<file path="src/rtl/tcpt_pkg.sv">
package tcpt_pkg;

  // event kinds carried in the input tuser
  typedef enum logic [1:0] {
    EV_START   = 2'd0,
    EV_NEW_ACK = 2'd1,
    EV_DUP_ACK = 2'd2,
    EV_TIMEOUT = 2'd3
  } event_t;

  // connection phase codes
  localparam logic [1:0] PHASE_CLOSED = 2'd0;
  localparam logic [1:0] PHASE_OPEN   = 2'd1;

  // configuration register indexes
  localparam logic [1:0] CFG_SEG_SIZE  = 2'd0;
  localparam logic [1:0] CFG_INIT_WIN  = 2'd1;
  localparam logic [1:0] CFG_DUP_THR   = 2'd2;
  localparam logic [1:0] CFG_INIT_SSTH = 2'd3;

  // reset values
  localparam logic [15:0] SEG_SIZE_RST  = 16'd536;
  localparam logic [4:0]  INIT_WIN_RST  = 5'd1;
  localparam logic [7:0]  DUP_THR_RST   = 8'd3;
  localparam logic [31:0] INIT_SSTH_RST = 32'd65535;

  // serial divider
  localparam int DIV_STEPS = 32;
  localparam int CNT_W     = $clog2(DIV_STEPS);

  // controller state, one-hot
  typedef enum logic [4:0] {
    S_IDLE   = 5'b00001,
    S_PREP   = 5'b00010,
    S_DIV    = 5'b00100,
    S_UPDATE = 5'b01000,
    S_EMIT   = 5'b10000
  } state_t;

  // controller to datapath
  typedef struct packed {
    logic load_in;
    logic prep;
    logic div_step;
    logic update;
    logic emit;
  } cmd_t;

  // datapath to controller
  typedef struct packed {
    logic need_div;
  } sts_t;

endpackage

</file>
<file path="src/rtl/tcpt_ctrl.sv">
module tcpt_ctrl
  import tcpt_pkg::*;
(
  input  logic clk,
  input  logic rst_n,
  input  logic in_tvalid,
  output logic in_tready,
  input  logic out_tready,
  output logic out_tvalid,
  output cmd_t cmd,
  input  sts_t sts
);

  state_t           state_r, state_nxt;
  logic [CNT_W-1:0] cnt_r, cnt_nxt;
  logic             out_valid_r, out_valid_nxt;

  // sequencing of one transaction
  always_comb begin
    state_nxt = state_r;
    cnt_nxt   = cnt_r;
    cmd       = '0;
    case (state_r)
      S_IDLE: begin
        if (in_tvalid) begin
          cmd.load_in = 1'b1;
          state_nxt   = S_PREP;
        end
      end
      S_PREP: begin
        cmd.prep  = 1'b1;
        cnt_nxt   = '0;
        state_nxt = sts.need_div ? S_DIV : S_UPDATE;
      end
      S_DIV: begin
        cmd.div_step = 1'b1;
        cnt_nxt      = cnt_r + 1'b1;
        if (cnt_r == CNT_W'(DIV_STEPS - 1)) begin
          state_nxt = S_UPDATE;
        end
      end
      S_UPDATE: begin
        cmd.update = 1'b1;
        state_nxt  = S_EMIT;
      end
      S_EMIT: begin
        if (!out_valid_r || out_tready) begin
          cmd.emit  = 1'b1;
          state_nxt = S_IDLE;
        end
      end
      default: state_nxt = S_IDLE;
    endcase
  end

  // output register occupancy
  always_comb begin
    if (cmd.emit) begin
      out_valid_nxt = 1'b1;
    end else if (out_tready) begin
      out_valid_nxt = 1'b0;
    end else begin
      out_valid_nxt = out_valid_r;
    end
  end

  always_ff @(posedge clk) begin
    if (!rst_n) begin
      state_r     <= S_IDLE;
      cnt_r       <= '0;
      out_valid_r <= 1'b0;
    end else begin
      state_r     <= state_nxt;
      cnt_r       <= cnt_nxt;
      out_valid_r <= out_valid_nxt;
    end
  end

  assign in_tready  = (state_r == S_IDLE);
  assign out_tvalid = out_valid_r;

endmodule

</file>
<file path="src/rtl/tcpt_dpath.sv">
module tcpt_dpath
  import tcpt_pkg::*;
(
  input  logic        clk,
  input  logic        rst_n,
  input  logic        cfg_we,
  input  logic [1:0]  cfg_addr,
  input  logic [31:0] cfg_wdata,
  input  logic [1:0]  mode,
  input  logic [15:0] dup_count,
  input  logic [31:0] receiver_window,
  input  logic [1:0]  conn_phase,
  input  logic        all_data_acked,
  input  cmd_t        cmd,
  output sts_t        sts,
  output logic [31:0] congestion_window,
  output logic [31:0] slow_start_threshold,
  output logic [31:0] send_window,
  output logic        retransmit_request
);

  logic [15:0] seg_r;
  logic [4:0]  iw_r;
  logic [7:0]  dup_thr_r;
  logic [31:0] init_ss_r;

  logic [31:0] cwnd_r, cwnd_nxt;
  logic [31:0] ssth_r, ssth_nxt;
  logic        retx_r, retx_nxt;

  event_t      mode_r;
  logic [15:0] dup_cnt_r;
  logic [31:0] rwnd_r;
  logic [1:0]  phase_r;
  logic        acked_r;

  logic        slow_r;
  logic [20:0] init_win_r;
  logic [31:0] quot_r;
  logic [32:0] rem_r;

  logic [31:0] cw_out_r, ss_out_r, sw_out_r;
  logic        retx_out_r;

  // configuration registers
  always_ff @(posedge clk) begin
    if (!rst_n) begin
      seg_r     <= SEG_SIZE_RST;
      iw_r      <= INIT_WIN_RST;
      dup_thr_r <= DUP_THR_RST;
      init_ss_r <= INIT_SSTH_RST;
    end else if (cfg_we) begin
      case (cfg_addr)
        CFG_SEG_SIZE:  seg_r     <= cfg_wdata[15:0];
        CFG_INIT_WIN:  iw_r      <= cfg_wdata[4:0];
        CFG_DUP_THR:   dup_thr_r <= cfg_wdata[7:0];
        CFG_INIT_SSTH: init_ss_r <= cfg_wdata;
        default: ;
      endcase
    end
  end

  // input transaction capture
  always_ff @(posedge clk) begin
    if (cmd.load_in) begin
      mode_r    <= event_t'(mode);
      dup_cnt_r <= dup_count;
      rwnd_r    <= receiver_window;
      phase_r   <= conn_phase;
      acked_r   <= all_data_acked;
    end
  end

  // products and slow start decision
  logic        in_slow;
  logic [31:0] seg_sq;
  logic [20:0] init_win;

  assign in_slow      = (cwnd_r < ssth_r);
  assign seg_sq       = {16'b0, seg_r} * {16'b0, seg_r};
  assign init_win     = {16'b0, iw_r} * {5'b0, seg_r};
  assign sts.need_div = (mode_r == EV_NEW_ACK) && !in_slow;

  // restoring divider, one quotient bit per step; divisor zero gives all ones
  logic [32:0] rem_shift;
  logic        rem_ge;

  assign rem_shift = {rem_r[31:0], quot_r[31]};
  assign rem_ge    = (rem_shift >= {1'b0, cwnd_r});

  always_ff @(posedge clk) begin
    if (cmd.prep) begin
      slow_r     <= in_slow;
      init_win_r <= init_win;
      quot_r     <= seg_sq;
      rem_r      <= '0;
    end else if (cmd.div_step) begin
      quot_r <= {quot_r[30:0], rem_ge};
      rem_r  <= rem_ge ? (rem_shift - {1'b0, cwnd_r}) : rem_shift;
    end
  end

  // window and threshold update
  logic [31:0] inc;
  logic [32:0] sum;
  logic [31:0] sat_sum;
  logic [31:0] half_cwnd;
  logic [31:0] two_seg;
  logic [31:0] cut_ssth;
  logic        skip_to;

  assign inc       = slow_r ? {16'b0, seg_r} : ((quot_r == '0) ? 32'd1 : quot_r);
  assign sum       = {1'b0, cwnd_r} + {1'b0, inc};
  assign sat_sum   = sum[32] ? '1 : sum[31:0];
  assign half_cwnd = {1'b0, cwnd_r[31:1]};
  assign two_seg   = {15'b0, seg_r, 1'b0};
  assign cut_ssth  = (half_cwnd > two_seg) ? half_cwnd : two_seg;
  assign skip_to   = (phase_r == PHASE_CLOSED) || ((phase_r == PHASE_OPEN) && acked_r);

  always_comb begin
    cwnd_nxt = cwnd_r;
    ssth_nxt = ssth_r;
    retx_nxt = 1'b0;
    case (mode_r)
      EV_START: begin
        cwnd_nxt = {11'b0, init_win_r};
        ssth_nxt = init_ss_r;
      end
      EV_NEW_ACK: begin
        cwnd_nxt = sat_sum;
      end
      EV_DUP_ACK: begin
        if (dup_cnt_r == {8'b0, dup_thr_r}) begin
          cwnd_nxt = {16'b0, seg_r};
          ssth_nxt = cut_ssth;
          retx_nxt = 1'b1;
        end
      end
      EV_TIMEOUT: begin
        if (!skip_to) begin
          cwnd_nxt = {16'b0, seg_r};
          ssth_nxt = cut_ssth;
          retx_nxt = 1'b1;
        end
      end
      default: ;
    endcase
  end

  always_ff @(posedge clk) begin
    if (!rst_n) begin
      cwnd_r <= '0;
      ssth_r <= INIT_SSTH_RST;
    end else if (cmd.update) begin
      cwnd_r <= cwnd_nxt;
      ssth_r <= ssth_nxt;
    end
  end

  always_ff @(posedge clk) begin
    if (cmd.update) begin
      retx_r <= retx_nxt;
    end
  end

  // result register
  always_ff @(posedge clk) begin
    if (cmd.emit) begin
      cw_out_r   <= cwnd_r;
      ss_out_r   <= ssth_r;
      sw_out_r   <= (rwnd_r < cwnd_r) ? rwnd_r : cwnd_r;
      retx_out_r <= retx_r;
    end
  end

  assign congestion_window    = cw_out_r;
  assign slow_start_threshold = ss_out_r;
  assign send_window          = sw_out_r;
  assign retransmit_request   = retx_out_r;

endmodule

</file>
<file path="src/rtl/tcp_tahoe_cwnd_update.sv">
// TCP Tahoe congestion window update.
// Input stream: one transaction per event. in_tuser carries the event kind
// (start, new ack, duplicate ack, timeout); in_tdata carries the duplicate
// count, receiver window, connection phase and all-acked flag.
// Output stream: one transaction per event with the new congestion window,
// slow start threshold, send window and a retransmit request flag.
// Configuration: cfg_we/cfg_addr/cfg_wdata write segment size, initial
// window, duplicate ack threshold and initial threshold; write only while idle.
// Sequencing: one event at a time. A congestion avoidance ack
// runs the 32-step serial divider for floor(seg*seg/cwnd) before the
// update; every other event goes straight to the update.
// The next event is accepted only after the result is loaded.
// Reset clears the window to zero, loads the threshold and the configuration
// registers with their defaults and empties the output register.
// When the receiver stalls, the result stays in the output register and the
// block accepts and computes one more event, then holds it until the
// register frees up.
module tcp_tahoe_cwnd_update
  import tcpt_pkg::*;
(
  input  logic         clk,
  input  logic         rst_n,
  // configuration
  input  logic         cfg_we,
  input  logic [1:0]   cfg_addr,
  input  logic [31:0]  cfg_wdata,
  // input stream
  input  logic         in_tvalid,
  output logic         in_tready,
  input  logic [55:0]  in_tdata,   // dup_count, receiver_window, conn_phase, all_data_acked
  input  logic [1:0]   in_tuser,   // mode
  // output stream
  output logic         out_tvalid,
  input  logic         out_tready,
  output logic [103:0] out_tdata   // congestion_window, slow_start_threshold,
                                   // send_window, retransmit_request
);

  cmd_t        cmd;
  sts_t        sts;
  logic [31:0] congestion_window;
  logic [31:0] slow_start_threshold;
  logic [31:0] send_window;
  logic        retransmit_request;

  tcpt_ctrl u_ctrl (
    .clk        (clk),
    .rst_n      (rst_n),
    .in_tvalid  (in_tvalid),
    .in_tready  (in_tready),
    .out_tready (out_tready),
    .out_tvalid (out_tvalid),
    .cmd        (cmd),
    .sts        (sts)
  );

  tcpt_dpath u_dpath (
    .clk                  (clk),
    .rst_n                (rst_n),
    .cfg_we               (cfg_we),
    .cfg_addr             (cfg_addr),
    .cfg_wdata            (cfg_wdata),
    .mode                 (in_tuser),
    .dup_count            (in_tdata[15:0]),
    .receiver_window      (in_tdata[47:16]),
    .conn_phase           (in_tdata[49:48]),
    .all_data_acked       (in_tdata[50]),
    .cmd                  (cmd),
    .sts                  (sts),
    .congestion_window    (congestion_window),
    .slow_start_threshold (slow_start_threshold),
    .send_window          (send_window),
    .retransmit_request   (retransmit_request)
  );

  // pack the result transaction
  assign out_tdata = {7'b0, retransmit_request, send_window,
                      slow_start_threshold, congestion_window};

endmodule

</file>
<file path="config.mk">
export PLATFORM = sky130hd
export DESIGN_NAME = tcp_tahoe_cwnd_update
export DESIGN_NICKNAME = d
export VERILOG_FILES = /design/src/rtl/tcpt_pkg.sv /design/src/rtl/tcpt_ctrl.sv /design/src/rtl/tcpt_dpath.sv /design/src/rtl/tcp_tahoe_cwnd_update.sv
export SDC_FILE = /design/constraint.sdc
export NUM_CORES = 2
export LEC_CHECK = 0
export BUFFER_PORTS_ARGS = -buffer_cell sky130_fd_sc_hd__buf_2
export CORE_MARGIN = 5
export CORE_UTILIZATION = 48
export DETAILED_ROUTE_END_ITERATION = 10
export GPL_TIMING_DRIVEN = 0
export PLACE_DENSITY = 0.66
export SLEW_MARGIN = 30
export SYNTH_ARGS = -nofsm -noshare
export SYNTH_HDL_FRONTEND = slang
export SYNTH_HIERARCHICAL = 1
export SYNTH_SLANG_ARGS = --single-unit
</file>
<file path="constraint.sdc">
create_clock -name clk -period 11.5 [get_ports clk]
set_input_delay 1.15 -clock clk [delete_from_list [all_inputs] [get_ports clk]]
set_output_delay 1.15 -clock clk [all_outputs]
set_load 0.05 [all_outputs]
</file>
==> metrics.cfg <==
[run_status]
outcome = complete, no violations

[setup_path]
timing.critical_path.to_type = flip-flop
rr_endpoint = u_dpath/quot_r[31]
most_used_cell_cp = fa_1
max_incr_delay_on_cp_ns = 0.82
worst_setup_path_startpoint = u_dpath/seg_r[11]
worst_r2r_start = u_dpath/seg_r[11]
critPathSlowestCell = clkbuf_1
cpLargestDelayFamily = adder cells
worstPathMaxFanout = 9
r2r_slack_ns = 3.06
cp_data_arrival_time_ns = 8.72
cp_data_required_time_ns = 11.78
r2r.worst_path.cells = 22
worst-setup-path-type = flip-flop to flip-flop
crit_buf_inv = 6
startpoint_type = flip-flop
critical_path.cell_chain = clkbuf_1 -> clkinv_1 -> nor2_1 -> fa_1 -> inv_1 -> fa_1 -> inv_1 -> fa_1 -> fa_1 -> fa_1 -> inv_1 -> fa_1 -> inv_1 -> ha_1 -> and2_1 -> a221o_1 -> a21oi_1 -> o211ai_1 -> a311oi_1 -> o21ai_0 -> xnor2_1 -> a21oi_1

[placement]
place.port_buffers = 189
dp_cells = 4083
hpwlAfterDp_mm = 70.0
gp_congestion = 0.984
dpl_worst_slack_ns = 3.20

[die]
die_width_um = 258
io-pin-count = 203
floorplan_row_count = 91
die_ar_mm2 = 0.0667
dieHeight_um = 258
area_of_the_core_region_mm2 = 0.0614
initial_core_util_pct = 48.2

[route]
vias_per_cell = 5.74
final_routed_wirelength_mm = 90.0
ant_nets = 0
detailedRoute.firstIterationViolations = 2236
first_pass_drt_iterations = 5
routedWlPerCell_um = 21.6
drt_drc_violations_left = 0
via_count = 23900

[cts]
clock_tree_buffer_depth = 3
tritoncts_clock_tree = done
post_cts_resize_count = 0
postCtsHoldBufs = 0
h-tree-depth = 2
numCtsBuffers = 41
tritoncts_num_sinks = 373
clkTransAtPathRegs_ns = 0.06
clock_latency_ns = 0.59
cts-root-buf = clkbuf_16
post_cts.repair.setup_buffers = 0

[yosys]
synth_top_flop_cell = edfxtp_1
async_flop_share_pct = 0
synth-edff-count = 205
synth.lib_cells_used.distinct = 91
synth_area_leaders = edfxtp_1 21%, fa_1 14%, ha_1 12%
synthesis.area_mm2 = 0.0296
syn-instance-count = 3096
synth_largest_area_cell = edfxtp_1
synthesis.area_per_instance_um2 = 9.55
post_synth_top_area_share_pct = 20.8
synth_warnings = 6
sequential_to_total_area_share_from_yosys_stat_pct = 32.2
synth_register_bits = 373

[pwr]
p_leak_uw = 0.0154
power-per-cell-area_mw_per_mm2 = 102
combinationalPowerShare_pct = 15.9
share_clk_of_total_power_pct = 40.6
cellInternalPower_uw = 2450
power_switching_share_pct = 27.2
fraction_of_power_consumed_by_sequential_logic_pct = 43.5
peakVddDrop_v = 0.0000831
switching_power_uw = 916

[sta]
grt_setup_unrepaired = false
timing.hold.ws_ns = 0.428
setup_violations = 0
pins_over_their_slew_limit = 0
smallest_setup_slack_after_layout_ns = 3.06
final_clock_skew_ns = 0.0279
hold_viol = 0
worstMarginPinSlew_ns = 1.06
final.period_utilization_pct = 73.4
setup_total_negative_slack_ns = 0
max_freq_mhz = 118
finalWorstPathRequiredPeriod_ns = 8.44
slew_headroom_pct = 29.3

[grt]
global_route_hottest_layer = met2
number_of_global_route_vias_before_repair = 22800
grt_first_pass_wirelength_mm = 136
grt.met2_usage_pct = 40.1
antenna_found_initial = 1
globalRouteTotalUtil_pct = 26.2
grt_max_degree = 98
groute.layer.met3.usage_pct = 4.17
globalRouteOverflowTotal = 0
grtUsageMet1_pct = 37.1

[final_layout]
multi_input_comb_area_mm2 = 0.0180
seq_area_mm2 = 0.00952
fill_cells = 5691
num-nets-final = 3916
area_growth_syn_to_layout_pct = 11.6
drive_above_1_share_pct = 11.5
finalNonFillerCells = 4159
layout_common_cells = 375 x inv_1, 360 x nand2_1, 275 x ha_1
final_common_cell = inv_1

[job]
maxCapViolations = 0

[hold_path]
min-delay-start = u_dpath/ssth_r[5]
min_path_type = flip-flop to flip-flop
hold-path-cell-count = 0
whs_endpoint = u_dpath/slow_start_threshold[5]

worst register-to-register path, stage by stage (launching register included):
cell      delay (ns)
dfxtp_1         0.47
clkbuf_1        0.82
clkinv_1        0.72
nor2_1          0.44
fa_1            0.51
inv_1           0.09
fa_1            0.42
inv_1           0.09
fa_1            0.44
fa_1            0.54
fa_1            0.56
inv_1           0.06
fa_1            0.57
inv_1           0.06
ha_1            0.35
and2_1          0.20
a221o_1         0.30
a21oi_1         0.30
o211ai_1        0.21
a311oi_1        0.46
o21ai_0         0.20
xnor2_1         0.24
a21oi_1         0.10
per-stage QoR:
step | utilization (%) | power, µW | instance area (µm²)
final | 53.8 | 3360 | 33000
after global routing | 53.8 | 3500 | 33000
after CTS | 53.8 | 3380 | 33000
after detailed placement | 51.5 | 2010 | 31600
after global placement | 51.4 | 2010 | 31500
after floorplan | - | 1850 | 29600
kinds of logic (layout without fill, tap and decap cells):
logic type / Yosys count / count (layout) / synth area share [%]
xor+xnor: 109 / 109 / 3.23
compound gates: 653 / 653 / 15.0
other cells: 1 / 8 / 0.0127
flops: 373 / 373 / 32.2
mux: 102 / 102 / 3.72
simple gates: 837 / 837 / 13.0
fa+ha+maj: 483 / 483 / 25.7
buf+inv: 538 / 804 / 7.07
cells in the mapped netlist (45+ instances only):
cell type and count:
nand2_1 360, a21o_1 77, xor2_1 45, ha_1 275, o21ai_0 105, nand3_1 58, fa_1 208, dfxtp_1 168
clkbuf_1 116, edfxtp_1 205, a21oi_1 165, inv_1 376, and2_1 58, xnor2_1 64, mux2_2 62, nor2_1 185
power groups by stage:
stage | Clock [µW] | Sequential (µW) | Combinational, µW
floorplan | 0 | 1480 | 372
global placement | 0 | 1490 | 517
detailed placement | 0 | 1490 | 525
CTS | 1390 | 1460 | 529
global route | 1440 | 1460 | 595
finish | 1370 | 1460 | 534
worst max path at each step:
stage	endpoint	slack [ns]	depth (start not counted)
finish	u_dpath/quot_r[31]	3.06	22
global route	u_dpath/quot_r[31]	2.82	22
CTS	u_dpath/quot_r[31]	3.14	22
detailed placement	u_dpath/quot_r[31]	3.20	22
global placement	u_dpath/quot_r[31]	3.26	22
floorplan	u_dpath/quot_r[31]	5.08	21
layer usage:
metal  part of all wire, %  wire (µm)
met1                    43      39000
met2                    43      39000
met3                   8.1       7300
met4                   5.2       4700
met5                     0          0
sequential cells by signal (all words and copies together), names as in the netlist, 2 cells and up:
name and count:
u_dpath/congestion_window 32, u_dpath/cwnd_r 32, u_dpath/init_ss_r 32, u_dpath/quot_r 32, u_dpath/rem_r 32, u_dpath/rwnd_r 32
u_dpath/send_window 32, u_dpath/slow_start_threshold 32, u_dpath/ssth_r 32, u_dpath/init_win_r 21, u_dpath/dup_cnt_r 16, u_dpath/seg_r 16
u_dpath/dup_thr_r 8, u_ctrl/cnt_r 5, u_ctrl/state_r 5, u_dpath/iw_r 5, u_dpath/mode_r 2, u_dpath/phase_r 2
cell type report:
cell class	instances	area share, %
Multi-Input combinational cell	2191	54.6
Sequential cell	373	28.9
Inverter	384	4.37
Clock buffer	54	3.41
Tap cell	790	3.00
Timing Repair Buffer	191	2.99
Buffer	154	1.98
Clock inverter	21	0.819
Antenna cell	1	0.00759
(Power assumes the default switching activity.)
